--- config.mk ---
export PLATFORM = sky130hd
export DESIGN_NAME = midi_track_event_parser
export DESIGN_NICKNAME = d
export VERILOG_FILES = /design/src/rtl/mtep_pkg.sv /design/src/rtl/midi_track_event_parser.sv
export VERILOG_INCLUDE_DIRS = /design/src /design/src/rtl
export SDC_FILE = /design/constraint.sdc
export NUM_CORES = 1
export LEC_CHECK = 0
export BUFFER_PORTS_ARGS = -buffer_cell sky130_fd_sc_hd__clkbuf_2
export CAP_MARGIN = 10
export CORE_MARGIN = 2
export CORE_UTILIZATION = 58
export DETAILED_ROUTE_END_ITERATION = 6
export HOLD_SLACK_MARGIN = 0.03
export PLACE_DENSITY = 0.8
export SLEW_MARGIN = 25
export SYNTH_ARGS = -nofsm -noshare
export SYNTH_HDL_FRONTEND = slang
export SYNTH_SLANG_ARGS = --single-unit
--- constraint.sdc ---
create_clock -name clock -period 5.6 [get_ports clock]
set_clock_uncertainty 0.2 [all_clocks]
set_input_delay 0.84 -clock clock [delete_from_list [all_inputs] [get_ports clock]]
set_output_delay 0.84 -clock clock [all_outputs]
set_load 0.03 [all_outputs]
--- src/rtl/midi_track_event_parser_defines.svh ---
// assertion macros for the midi track event parser
// expects signals named clock and reset in the module that uses them
`ifndef MIDI_TRACK_EVENT_PARSER_DEFINES_SVH
`define MIDI_TRACK_EVENT_PARSER_DEFINES_SVH

// property that must hold in the same cycle
`define MTEP_CHECK(label, prop, msg) \
   label: assert property (@(posedge clock) disable iff (reset) (prop)) else $error(msg);

// antecedent in one cycle implies consequent in the next
`define MTEP_CHECK_NEXT(label, ante, cons, msg) \
   label: assert property (@(posedge clock) disable iff (reset) (ante) |=> (cons)) \
      else $error(msg);

`endif

--- src/rtl/mtep_pkg.sv ---
// shared types and codes for the midi track event parser
// no dependencies
`timescale 1ns / 1ps

package mtep_pkg;

   localparam logic [1:0] KIND_CHANNEL = 2'd0;
   localparam logic [1:0] KIND_META_HEADER = 2'd1;
   localparam logic [1:0] KIND_META_PAYLOAD = 2'd2;
   localparam logic [1:0] KIND_ERROR = 2'd3;

   localparam logic ERR_TOO_LONG = 1'b0;
   localparam logic ERR_LENGTH_OVERFLOW = 1'b1;

   localparam logic [28:0] META_LIMIT_RESET = 29'h1000_0000;

   typedef struct packed {
      logic [1:0]  kind;
      logic [31:0] abs_time;
      logic [3:0]  event_type;
      logic [3:0]  channel;
      logic [7:0]  first_data;
      logic [7:0]  second_data;
      logic [7:0]  meta_type;
      logic [27:0] meta_length;
      logic [7:0]  payload_byte;
      logic        last_of_meta;
      logic        error_code;
   } result_type;

endpackage

--- src/rtl/midi_track_event_parser.sv ---
// midi track event parser: one track byte per transaction, one result at most
// depends on mtep_pkg and midi_track_event_parser_defines.svh
//
//   channel  direction  handshake             payload
//   req      in         req_valid/req_stall   req_data_byte, req_restart
//   rsp      out        rsp_valid/rsp_stall   rsp_kind .. rsp_error_code
//   csr      in/out     psel/penable/pready   paddr, pwdata, prdata (meta_length_limit)
//
// one byte is taken every cycle unless req is stalled; its result is registered in the
// output register for the next cycle, set by the single parser state update and the 32-bit time add.
// reset is synchronous and returns the parser to the delta-time phase with time 0.
// a byte is accepted while the output register is empty or its result is taken
// in the same cycle, so a stall on rsp stalls req by the same cycle only.
`timescale 1ns / 1ps
`include "midi_track_event_parser_defines.svh"

module midi_track_event_parser (
   input  logic        clock,
   input  logic        reset,
   input  logic        req_valid,
   output logic        req_stall,
   input  logic [7:0]  req_data_byte,
   input  logic        req_restart,
   output logic        rsp_valid,
   input  logic        rsp_stall,
   output logic [1:0]  rsp_kind,
   output logic [31:0] rsp_abs_time,
   output logic [3:0]  rsp_event_type,
   output logic [3:0]  rsp_channel,
   output logic [7:0]  rsp_first_data,
   output logic [7:0]  rsp_second_data,
   output logic [7:0]  rsp_meta_type,
   output logic [27:0] rsp_meta_length,
   output logic [7:0]  rsp_payload_byte,
   output logic        rsp_last_of_meta,
   output logic        rsp_error_code,
   input  logic        psel,
   input  logic        penable,
   input  logic        pwrite,
   input  logic [1:0]  paddr,
   input  logic [31:0] pwdata,
   output logic [31:0] prdata,
   output logic        pready
);
   import mtep_pkg::*;

   localparam logic [1:0] CSR_META_LENGTH_LIMIT = 2'd0;

   localparam logic [2:0] PH_DELTA = 3'd0;
   localparam logic [2:0] PH_STATUS = 3'd1;
   localparam logic [2:0] PH_DATA1 = 3'd2;
   localparam logic [2:0] PH_DATA2 = 3'd3;
   localparam logic [2:0] PH_MTYPE = 3'd4;
   localparam logic [2:0] PH_MLEN = 3'd5;
   localparam logic [2:0] PH_PAYLOAD = 3'd6;
   localparam logic [2:0] PH_ERROR = 3'd7;

   logic [28:0] limit_ff, limit_in;
   logic [2:0]  phase_ff, phase_in;
   logic [27:0] vlq_value_ff, vlq_value_in;
   logic [2:0]  vlq_count_ff, vlq_count_in;
   logic [31:0] prev_time_ff, prev_time_in;
   logic [31:0] event_time_ff, event_time_in;
   logic [3:0]  held_type_ff, held_type_in;
   logic [3:0]  held_channel_ff, held_channel_in;
   logic [7:0]  held_first_ff, held_first_in;
   logic [7:0]  held_meta_type_ff, held_meta_type_in;
   logic [27:0] meta_remaining_ff, meta_remaining_in;
   logic [27:0] meta_total_ff, meta_total_in;
   logic        rsp_valid_ff, rsp_valid_in;
   result_type  result_ff, result_in;

   logic        accept;
   logic        emit;
   logic [27:0] vlq_shift;
   logic [2:0]  vlq_count_inc;
   logic        vlq_done;
   logic        vlq_long;
   logic [31:0] delta_sum;
   logic [27:0] remaining_dec;

   assign req_stall = rsp_valid_ff && rsp_stall;
   assign accept = req_valid && !req_stall;

   // csr: single register at address 0
   assign pready = 1'b1;
   assign prdata = (paddr == CSR_META_LENGTH_LIMIT) ? {3'b000, limit_ff} : 32'd0;
   assign limit_in = (psel && penable && pwrite && (paddr == CSR_META_LENGTH_LIMIT)) ?
                     pwdata[28:0] : limit_ff;

   assign vlq_shift = {vlq_value_ff[20:0], req_data_byte[6:0]};
   assign vlq_count_inc = vlq_count_ff + 3'd1;
   assign vlq_done = !req_data_byte[7];
   assign vlq_long = req_data_byte[7] && (vlq_count_inc >= 3'd4);
   assign delta_sum = prev_time_ff + {4'b0000, vlq_shift};
   assign remaining_dec = meta_remaining_ff - 28'd1;

   always_comb begin
      phase_in = phase_ff;
      vlq_value_in = vlq_value_ff;
      vlq_count_in = vlq_count_ff;
      prev_time_in = prev_time_ff;
      event_time_in = event_time_ff;
      held_type_in = held_type_ff;
      held_channel_in = held_channel_ff;
      held_first_in = held_first_ff;
      held_meta_type_in = held_meta_type_ff;
      meta_remaining_in = meta_remaining_ff;
      meta_total_in = meta_total_ff;
      result_in = '0;
      emit = 1'b0;

      if (req_restart) begin
         phase_in = PH_DELTA;
         vlq_value_in = '0;
         vlq_count_in = '0;
         prev_time_in = '0;
         event_time_in = '0;
         held_type_in = '0;
         held_channel_in = '0;
         held_first_in = '0;
         held_meta_type_in = '0;
         meta_remaining_in = '0;
         meta_total_in = '0;
      end else begin
         unique case (phase_ff)
            PH_DELTA: begin
               vlq_value_in = vlq_shift;
               vlq_count_in = vlq_count_inc;
               if (vlq_done) begin
                  event_time_in = delta_sum;
                  prev_time_in = delta_sum;
                  vlq_value_in = '0;
                  vlq_count_in = '0;
                  phase_in = PH_STATUS;
               end else if (vlq_long) begin
                  emit = 1'b1;
                  result_in.kind = KIND_ERROR;
                  result_in.abs_time = prev_time_ff;
                  result_in.error_code = ERR_TOO_LONG;
                  phase_in = PH_ERROR;
               end
            end
            PH_STATUS: begin
               if (req_data_byte == 8'hFF) begin
                  phase_in = PH_MTYPE;
               end else begin
                  held_type_in = req_data_byte[7:4];
                  held_channel_in = req_data_byte[3:0];
                  phase_in = PH_DATA1;
               end
            end
            PH_DATA1: begin
               held_first_in = req_data_byte;
               // program change and channel aftertouch carry one data byte
               if (held_type_ff == 4'hC || held_type_ff == 4'hD) begin
                  emit = 1'b1;
                  result_in.kind = KIND_CHANNEL;
                  result_in.abs_time = event_time_ff;
                  result_in.event_type = held_type_ff;
                  result_in.channel = held_channel_ff;
                  result_in.first_data = req_data_byte;
                  phase_in = PH_DELTA;
               end else begin
                  phase_in = PH_DATA2;
               end
            end
            PH_DATA2: begin
               emit = 1'b1;
               result_in.kind = KIND_CHANNEL;
               result_in.abs_time = event_time_ff;
               result_in.event_type = held_type_ff;
               result_in.channel = held_channel_ff;
               result_in.first_data = held_first_ff;
               result_in.second_data = req_data_byte;
               phase_in = PH_DELTA;
            end
            PH_MTYPE: begin
               held_meta_type_in = req_data_byte;
               vlq_value_in = '0;
               vlq_count_in = '0;
               phase_in = PH_MLEN;
            end
            PH_MLEN: begin
               vlq_value_in = vlq_shift;
               vlq_count_in = vlq_count_inc;
               if (vlq_done) begin
                  if ({1'b0, vlq_shift} >= limit_ff) begin
                     emit = 1'b1;
                     result_in.kind = KIND_ERROR;
                     result_in.abs_time = event_time_ff;
                     result_in.error_code = ERR_LENGTH_OVERFLOW;
                     phase_in = PH_ERROR;
                  end else begin
                     meta_total_in = vlq_shift;
                     meta_remaining_in = vlq_shift;
                     vlq_value_in = '0;
                     vlq_count_in = '0;
                     emit = 1'b1;
                     result_in.kind = KIND_META_HEADER;
                     result_in.abs_time = event_time_ff;
                     result_in.meta_type = held_meta_type_ff;
                     result_in.meta_length = vlq_shift;
                     result_in.last_of_meta = (vlq_shift == '0);
                     phase_in = (vlq_shift == '0) ? PH_DELTA : PH_PAYLOAD;
                  end
               end else if (vlq_long) begin
                  emit = 1'b1;
                  result_in.kind = KIND_ERROR;
                  result_in.abs_time = event_time_ff;
                  result_in.error_code = ERR_TOO_LONG;
                  phase_in = PH_ERROR;
               end
            end
            PH_PAYLOAD: begin
               emit = 1'b1;
               meta_remaining_in = remaining_dec;
               result_in.kind = KIND_META_PAYLOAD;
               result_in.abs_time = event_time_ff;
               result_in.meta_type = held_meta_type_ff;
               result_in.meta_length = meta_total_ff;
               result_in.payload_byte = req_data_byte;
               if (remaining_dec == '0) begin
                  result_in.last_of_meta = 1'b1;
                  phase_in = PH_DELTA;
               end
            end
            PH_ERROR: begin
               // bytes are dropped until restart
               phase_in = PH_ERROR;
            end
            default: begin
               phase_in = PH_ERROR;
            end
         endcase
      end
   end

   always_comb begin
      if (accept) begin
         rsp_valid_in = emit;
      end else if (!rsp_stall) begin
         rsp_valid_in = 1'b0;
      end else begin
         rsp_valid_in = rsp_valid_ff;
      end
   end

   always_ff @(posedge clock) begin
      if (reset) begin
         limit_ff <= META_LIMIT_RESET;
         phase_ff <= PH_DELTA;
         vlq_value_ff <= '0;
         vlq_count_ff <= '0;
         prev_time_ff <= '0;
         event_time_ff <= '0;
         held_type_ff <= '0;
         held_channel_ff <= '0;
         held_first_ff <= '0;
         held_meta_type_ff <= '0;
         meta_remaining_ff <= '0;
         meta_total_ff <= '0;
         rsp_valid_ff <= 1'b0;
      end else begin
         limit_ff <= limit_in;
         rsp_valid_ff <= rsp_valid_in;
         if (accept) begin
            phase_ff <= phase_in;
            vlq_value_ff <= vlq_value_in;
            vlq_count_ff <= vlq_count_in;
            prev_time_ff <= prev_time_in;
            event_time_ff <= event_time_in;
            held_type_ff <= held_type_in;
            held_channel_ff <= held_channel_in;
            held_first_ff <= held_first_in;
            held_meta_type_ff <= held_meta_type_in;
            meta_remaining_ff <= meta_remaining_in;
            meta_total_ff <= meta_total_in;
         end
      end
   end

   always_ff @(posedge clock) begin
      if (accept) begin
         result_ff <= result_in;
      end
   end

   assign rsp_valid = rsp_valid_ff;
   assign rsp_kind = result_ff.kind;
   assign rsp_abs_time = result_ff.abs_time;
   assign rsp_event_type = result_ff.event_type;
   assign rsp_channel = result_ff.channel;
   assign rsp_first_data = result_ff.first_data;
   assign rsp_second_data = result_ff.second_data;
   assign rsp_meta_type = result_ff.meta_type;
   assign rsp_meta_length = result_ff.meta_length;
   assign rsp_payload_byte = result_ff.payload_byte;
   assign rsp_last_of_meta = result_ff.last_of_meta;
   assign rsp_error_code = result_ff.error_code;

   `MTEP_CHECK_NEXT(a_restart_clears, accept && req_restart, (phase_ff == PH_DELTA) && (prev_time_ff == '0) && !rsp_valid_ff, "restart did not clear parser")
   `MTEP_CHECK(a_error_halts, (rsp_valid_ff && (result_ff.kind == KIND_ERROR)) |-> (phase_ff == PH_ERROR), "error result without halted parser")
   `MTEP_CHECK(a_last_leaves_payload, (rsp_valid_ff && (result_ff.kind == KIND_META_PAYLOAD) && result_ff.last_of_meta) |-> (phase_ff != PH_PAYLOAD), "last payload byte left parser in payload")
   `MTEP_CHECK(a_payload_remaining, (phase_ff == PH_PAYLOAD) |-> (meta_remaining_ff != '0), "payload phase with nothing remaining")

endmodule

-- Yosys cells after proc, flatten, opt, wreduce, memory -nomap -nowiden
Cells that the tools add are included.
W data, S select, Z words.
- register bits: 273
- bits in latches: 0
- memory bits (writable): 0
- ROM bits: 0
- output and inout bits: 139
- logic and storage cells: 142
- memories kept: 0
- add/subtract/negate cells: 3
- multipliers: 0
- divide/modulo/power cells: 0
- $lt $le $gt $ge: 2
- equality and inequality tests: 17
- shift operators: 0
- mux-type cells: 63
- bitwise logic cells: 3
- reduce and logical (&&, ||, !) cells: 31
- operator list (kind ; count):
    $pmux W34 S5 ; 1
    $mux W28 ; 5
    $mux W34 ; 4
    $mux W32 ; 3
    $mux W21 ; 4
    $mux W36 ; 2
    $pmux W36 S2 ; 1
    $pmux W21 S3 ; 1
    $logic_not A28 Y1 ; 2
    $pmux W28 S2 ; 1
    $mux W48 ; 1
    $mux W3 ; 12
    $add A32 B28 Y32 ; 1
    $mux W8 ; 4
    $pmux W16 S2 ; 1
    $ge A28 B29 Y1 ; 1
    $mux W29 ; 1
    $sub A28 B1 Y28 const B ; 1
    $mux W4 ; 6
    $pmux W3 S8 ; 1
    $eq A3 B3 Y1 const B ; 4
    $mux W1 ; 11
    $reduce_bool A2 Y1 ; 5
    $ne A3 B3 Y1 const B ; 3
    25 further kinds ; 43

-- Depth between registers and ports, before layout
- depth after elaboration: 8
- depth in mapped cells: 12
- gate-level depth less buffers: 10

-- Least setup slack after synthesis
No wires, ideal clock.
- kind: input port to flip-flop
- start point: in rsp_stall
- end point: reg result_ff, in the netlist rsp_abs_time[0], enable pin
- library setup time: 0.508 ns
- arrival: 4.308 ns
- path slack: 0.584 ns
- stages on the path: 5
- cells stage by stage: nand2_1 -> nand2_1 -> clkinv_1 -> buf_2 -> clkbuf_1
- longest elaborated chain between the ends: 3
- ends and longest elaborated chain (element ; line ; text):
    start, declared ; midi_track_event_parser.sv:25 ; input logic rsp_stall,
    $logic_and A1 B1 Y1 ; midi_track_event_parser.sv:82 ; assign req_stall = rsp_valid_ff && rsp_stall;
    $logic_not A1 Y1 ; midi_track_event_parser.sv:83 ; assign accept = req_valid && !req_stall;
    $logic_and A1 B1 Y1 ; midi_track_event_parser.sv:83 ;
    via accept ; midi_track_event_parser.sv:73 ; logic accept;
    end signal, assigned ; midi_track_event_parser.sv:285 ; result_ff <= result_in;
    end, declared ; midi_track_event_parser.sv:71 ; result_type result_ff, result_in;
The timed path passes the listed nets, and every way through them passes these cells.
A chain may end at the register's enable or synchronous reset.

-- Final worst setup path
- start point: reg vlq_value_ff[12]
- end point: reg result_ff, in the netlist rsp_meta_length[27] (data pin)
- longest elaborated chain between the ends: 4
- ends and longest elaborated chain (element ; line ; text):
    start, declared ; midi_track_event_parser.sv:60 ; logic [27:0] vlq_value_ff, vlq_value_in;
    start signal, assigned ; midi_track_event_parser.sv:269 ; vlq_value_ff <= vlq_value_in;
    $ge A28 B29 Y1 ; midi_track_event_parser.sv:188 ; if ({1'b0, vlq_shift} >= limit_ff) begin
    $mux W36 ; midi_track_event_parser.sv:188 ;
    $mux W36 ; midi_track_event_parser.sv:187 ; if (vlq_done) begin
    $pmux W36 S2 ; midi_track_event_parser.sv:126 ; unique case (phase_ff)
Every way passes these cells.

==> metrics.txt <==
status=complete, no violations; count of final hold-check violations=0; portion of total power attributed to combinational logic=9.9%; actual transition at the worst max-transition pin=1.133 ns; multiplexer fraction of the synthesized cell area=0.4228%; adder-cell share of the synthesized area=5.338%; data arrival time of the critical path=4.12 ns; depth of the most critical reg-to-reg path=9; portion of total power attributed to sequential cells=48.1%; Primary FF master, synth=sky130_fd_sc_hd__dfxtp_1; register bit count reported by yosys=273; detailed-route wire length on metal 1=16.71 mm; Synth-to-Final Area Change=14.10%; Post-CTS Resized=0; antenna violations before repair=0; worst ir drop on vdd=0.2238 mV; maximum number of pins on one net before global-route repair=69; number of buffer and inverter stages on the critical path=1; ports placed on the boundary=189; overall fraction of global-route tracks in use=30.89%; worst-skew pair later-pin latency=0.55 ns; most frequent cell on the critical path=sky130_fd_sc_hd__nor3_1; post-detailed-route via-to-cell ratio=6.309; number of flops mapped to enable cells by yosys=104; Post-CTS Hold Fix Bufs=0; cell with the most instances after synthesis=sky130_fd_sc_hd__dfxtp_1; CP Cell Sequence=ha_1 -> a21o_1 -> a21oi_1 -> nor3_1 -> nor3_1 -> and3_2 -> buf_4 -> a22oi_1 -> nor2_1; biggest area contributors in the synthesized netlist=sky130_fd_sc_hd__dfxtp_1 24%, sky130_fd_sc_hd__edfxtp_1 22%, sky130_fd_sc_hd__ha_1 5.2%; Final Slew Violations=0; portion of the post-synthesis area used by sequential elements=45.81%; fin crit period=3.972 ns; fraction of final layout cells sized beyond drive strength 1=15.53%; number of core rows=57; dominant combinational cell family by area after synthesis=compound AO/OA/AOI/OAI gates; number of cells traversed by the worst hold path=2; f_max=0.2517 GHz; highest metal layer used by the detailed router=met4; x dimension of the die=160.5 um; biggest area consumer among synthesized cells=sky130_fd_sc_hd__dfxtp_1; type of destination of the critical path=register; RR Endpoint=rsp_meta_length[27]; final RePlAce weighted congestion=0.9603; total met2 wirelength after detailed routing=18.25 mm; wire length after detailed routing=41.02 mm; antenna fix cells=0; Initial Utilization=58.75%; synthesized area per cell=8.872 um^2; largest incremental delay on the critical path=0.91 ns; Total Negative Setup Slacks=0 ns; Post-Synth Simple-Gate Area=20.26%; data required time of the worst path=5.75 ns; net switching fraction of the power=25.14%; most used standard cells in the synthesized netlist=169 x sky130_fd_sc_hd__dfxtp_1, 160 x sky130_fd_sc_hd__nor2_1, 152 x sky130_fd_sc_hd__nand2_1; initial detailed-routing violation count=1612; startpoint of the worst-slack reg-to-reg timing path=vlq_value_ff[12]; root cell of the clock tree=sky130_fd_sc_hd__clkbuf_16; y dimension of the die=160.5 um; start point of the worst min-delay path=limit_ff[25]; first-pass GRT wire length=64.67 mm; core region area=24180 um^2; number of clock sinks=273; Syn Std Cell Area=14200 um^2; slack of the worst reg-to-reg path=1.63 ns; clock slew at reported path FFs=0.06 ns; number of fill cells=1939; destination of the worst hold path=limit_ff[25]; number of global-route vias before repair=11.96k; startpoint class of the critical path=register; leakage=0.006273 uW; kind of critical path=register to register; fraction of post-synthesis cell area in the top cell type by area=23.82%; worst min-delay path class=register to register; unique cell type count in the Yosys netlist=84; post-CTS repair timing setup buffer count=0; Synth warnings=0; Via Count=13.10k; Die Footprint=25760 um^2; quantity of I/O buffers inserted on ports=181; max-capacitance violation count=0; share of the clock period used by the worst path after layout=70.94%; final global-route overflow total=0; switching power=1112 uW; Max-slew headroom=23.91%; clock network power share=41.9%; Internal Dissipation=3310 uW; Met3 Wirelength=4.602 mm; maximum buffer depth of the clock tree=3; post-synthesis compound-gate area fraction=21.62%; share of synthesized registers carrying an async set or reset=0%; residual DRC count=0; largest delay contributor family on the critical path=simple AND/OR/NAND/NOR gates; depth of the CTS H-tree=1; unrepaired setup endpoints after global routing=no; maximum fanout along the worst path=51; Slowest cell on crit path=sky130_fd_sc_hd__nor3_1; parity-gate share of the synthesized area counting xor and xnor cells=1.973%; total clock buffers created by CTS=28; final net count=1840; endpoints failing setup=0; sum of net half-perimeters after detailed placement=26.86 mm; worst hold slack=0.2539 ns; TritonCTS clock tree=built; average wire per cell in the routed design=19.76 um; cells after synthesis=1601; antenna viol nets, final=0; Detailed Routing Iterations Pass 1=6; pwr/cell area=272.8 nW/um^2
-- layer usage --
| metal | global-route usage, % | vias up |
|---|---|---|
| met4 | 11.67 | 0 |
| met1 | 43.48 | 6049 |
| met3 | 5.062 | 131 |
| met2 | 48.16 | 778 |
| met5 | 0 | - |
| li1 | - | 6139 |
-- per-stage QoR --
stage / setup slack (ns) / total power (uW) / utilization [%] / area, um^2 / instances
floorplan: 0.5837 / 2473 / - / 14210 / 1603
global placement: 1.501 / 2592 / 63.20 / 15280 / 2023
detailed placement: 1.506 / 2598 / 63.25 / 15290 / 2024
CTS: 1.774 / 4423 / 67.01 / 16200 / 2076
global route: 1.540 / 4552 / 67.03 / 16210 / 2076
finish: 1.628 / 4422 / 67.03 / 16210 / 2076
-- sequential cells by signal, summed over array words and instances (netlist names), 21 cells and up --
signal and count:
rsp_abs_time 32, limit_ff 29, rsp_meta_length 28, event_time_ff 32, meta_remaining_ff 28, vlq_value_ff 21, meta_total_ff 28
-- worst max-delay path by stage --
stage	startpoint	endpoint	slack, ns	cells past startpoint
2_1_floorplan	rsp_stall	rsp_abs_time[0]	0.58	5
3_3_place_gp	req_data_byte[6]	meta_remaining_ff[8]	1.50	11
3_5_place_dp	req_data_byte[6]	meta_remaining_ff[19]	1.51	11
4_1_cts	vlq_value_ff[15]	rsp_meta_length[14]	1.77	10
5_1_grt	vlq_value_ff[15]	rsp_meta_length[14]	1.54	10
6_report	vlq_value_ff[12]	rsp_meta_length[27]	1.63	9
-- cell usage in the layout (no fill, tap or decap), types with 17 or more instances in the layout --
master | netlist | final
sky130_fd_sc_hd__a211oi_1 | 17 | 17
sky130_fd_sc_hd__a21o_1 | 28 | 28
sky130_fd_sc_hd__a21oi_1 | 147 | 145
sky130_fd_sc_hd__a22oi_1 | 70 | 70
sky130_fd_sc_hd__and2_1 | 56 | 56
sky130_fd_sc_hd__buf_4 | 4 | 28
sky130_fd_sc_hd__clkbuf_16 | 0 | 29
sky130_fd_sc_hd__clkbuf_2 | 1 | 180
sky130_fd_sc_hd__dfxtp_1 | 169 | 169
sky130_fd_sc_hd__edfxtp_1 | 104 | 104
sky130_fd_sc_hd__ha_1 | 59 | 59
sky130_fd_sc_hd__inv_1 | 44 | 44
sky130_fd_sc_hd__nand2_1 | 152 | 151
sky130_fd_sc_hd__nand3_1 | 38 | 38
sky130_fd_sc_hd__nand4_1 | 47 | 47
sky130_fd_sc_hd__nor2_1 | 160 | 160
sky130_fd_sc_hd__nor3_1 | 53 | 52
sky130_fd_sc_hd__nor4_1 | 19 | 18
sky130_fd_sc_hd__o211ai_1 | 21 | 21
sky130_fd_sc_hd__o21ai_0 | 99 | 99
-- worst min-delay path: cells and delay by family, from the launching register on --
kind / cells / cell delay (ns)
flops: 1 / 0.31
compound gates: 1 / 0.05
simple gates: 1 / 0.05
-- power groups by stage --
stage,Combinational (uW),Clock (uW),Sequential (uW)
4_1_cts,431,1860,2130
3_3_place_gp,423,0,2170
5_1_grt,468,1950,2130
6_report,439,1850,2130
3_5_place_dp,428,0,2170
2_1_floorplan,244,0,2230
-- cell families (layout without fill, tap and decap cells) --
logic type | Yosys count | in the layout
and+or+nand+nor | 591 | 591
buffers and inverters | 158 | 307
DFF | 273 | 273
muxes | 6 | 6
adders and majority gates | 60 | 60
xor gates and xnor gates | 32 | 32
other | 2 | 4
AOI/OAI and AO/OA | 479 | 479
-- layout make-up --
type	count	area, um^2	share of cell area (%)
multi-input combinational	1172	7088	43.74
sequential	273	6506	40.15
timing repair buffer	209	1122	6.925
clock buffer	36	762.0	4.702
tap	324	405.4	2.501
inverter	46	175.2	1.081
clock inverter	16	147.6	0.9110
(Power assumes the default switching activity.)
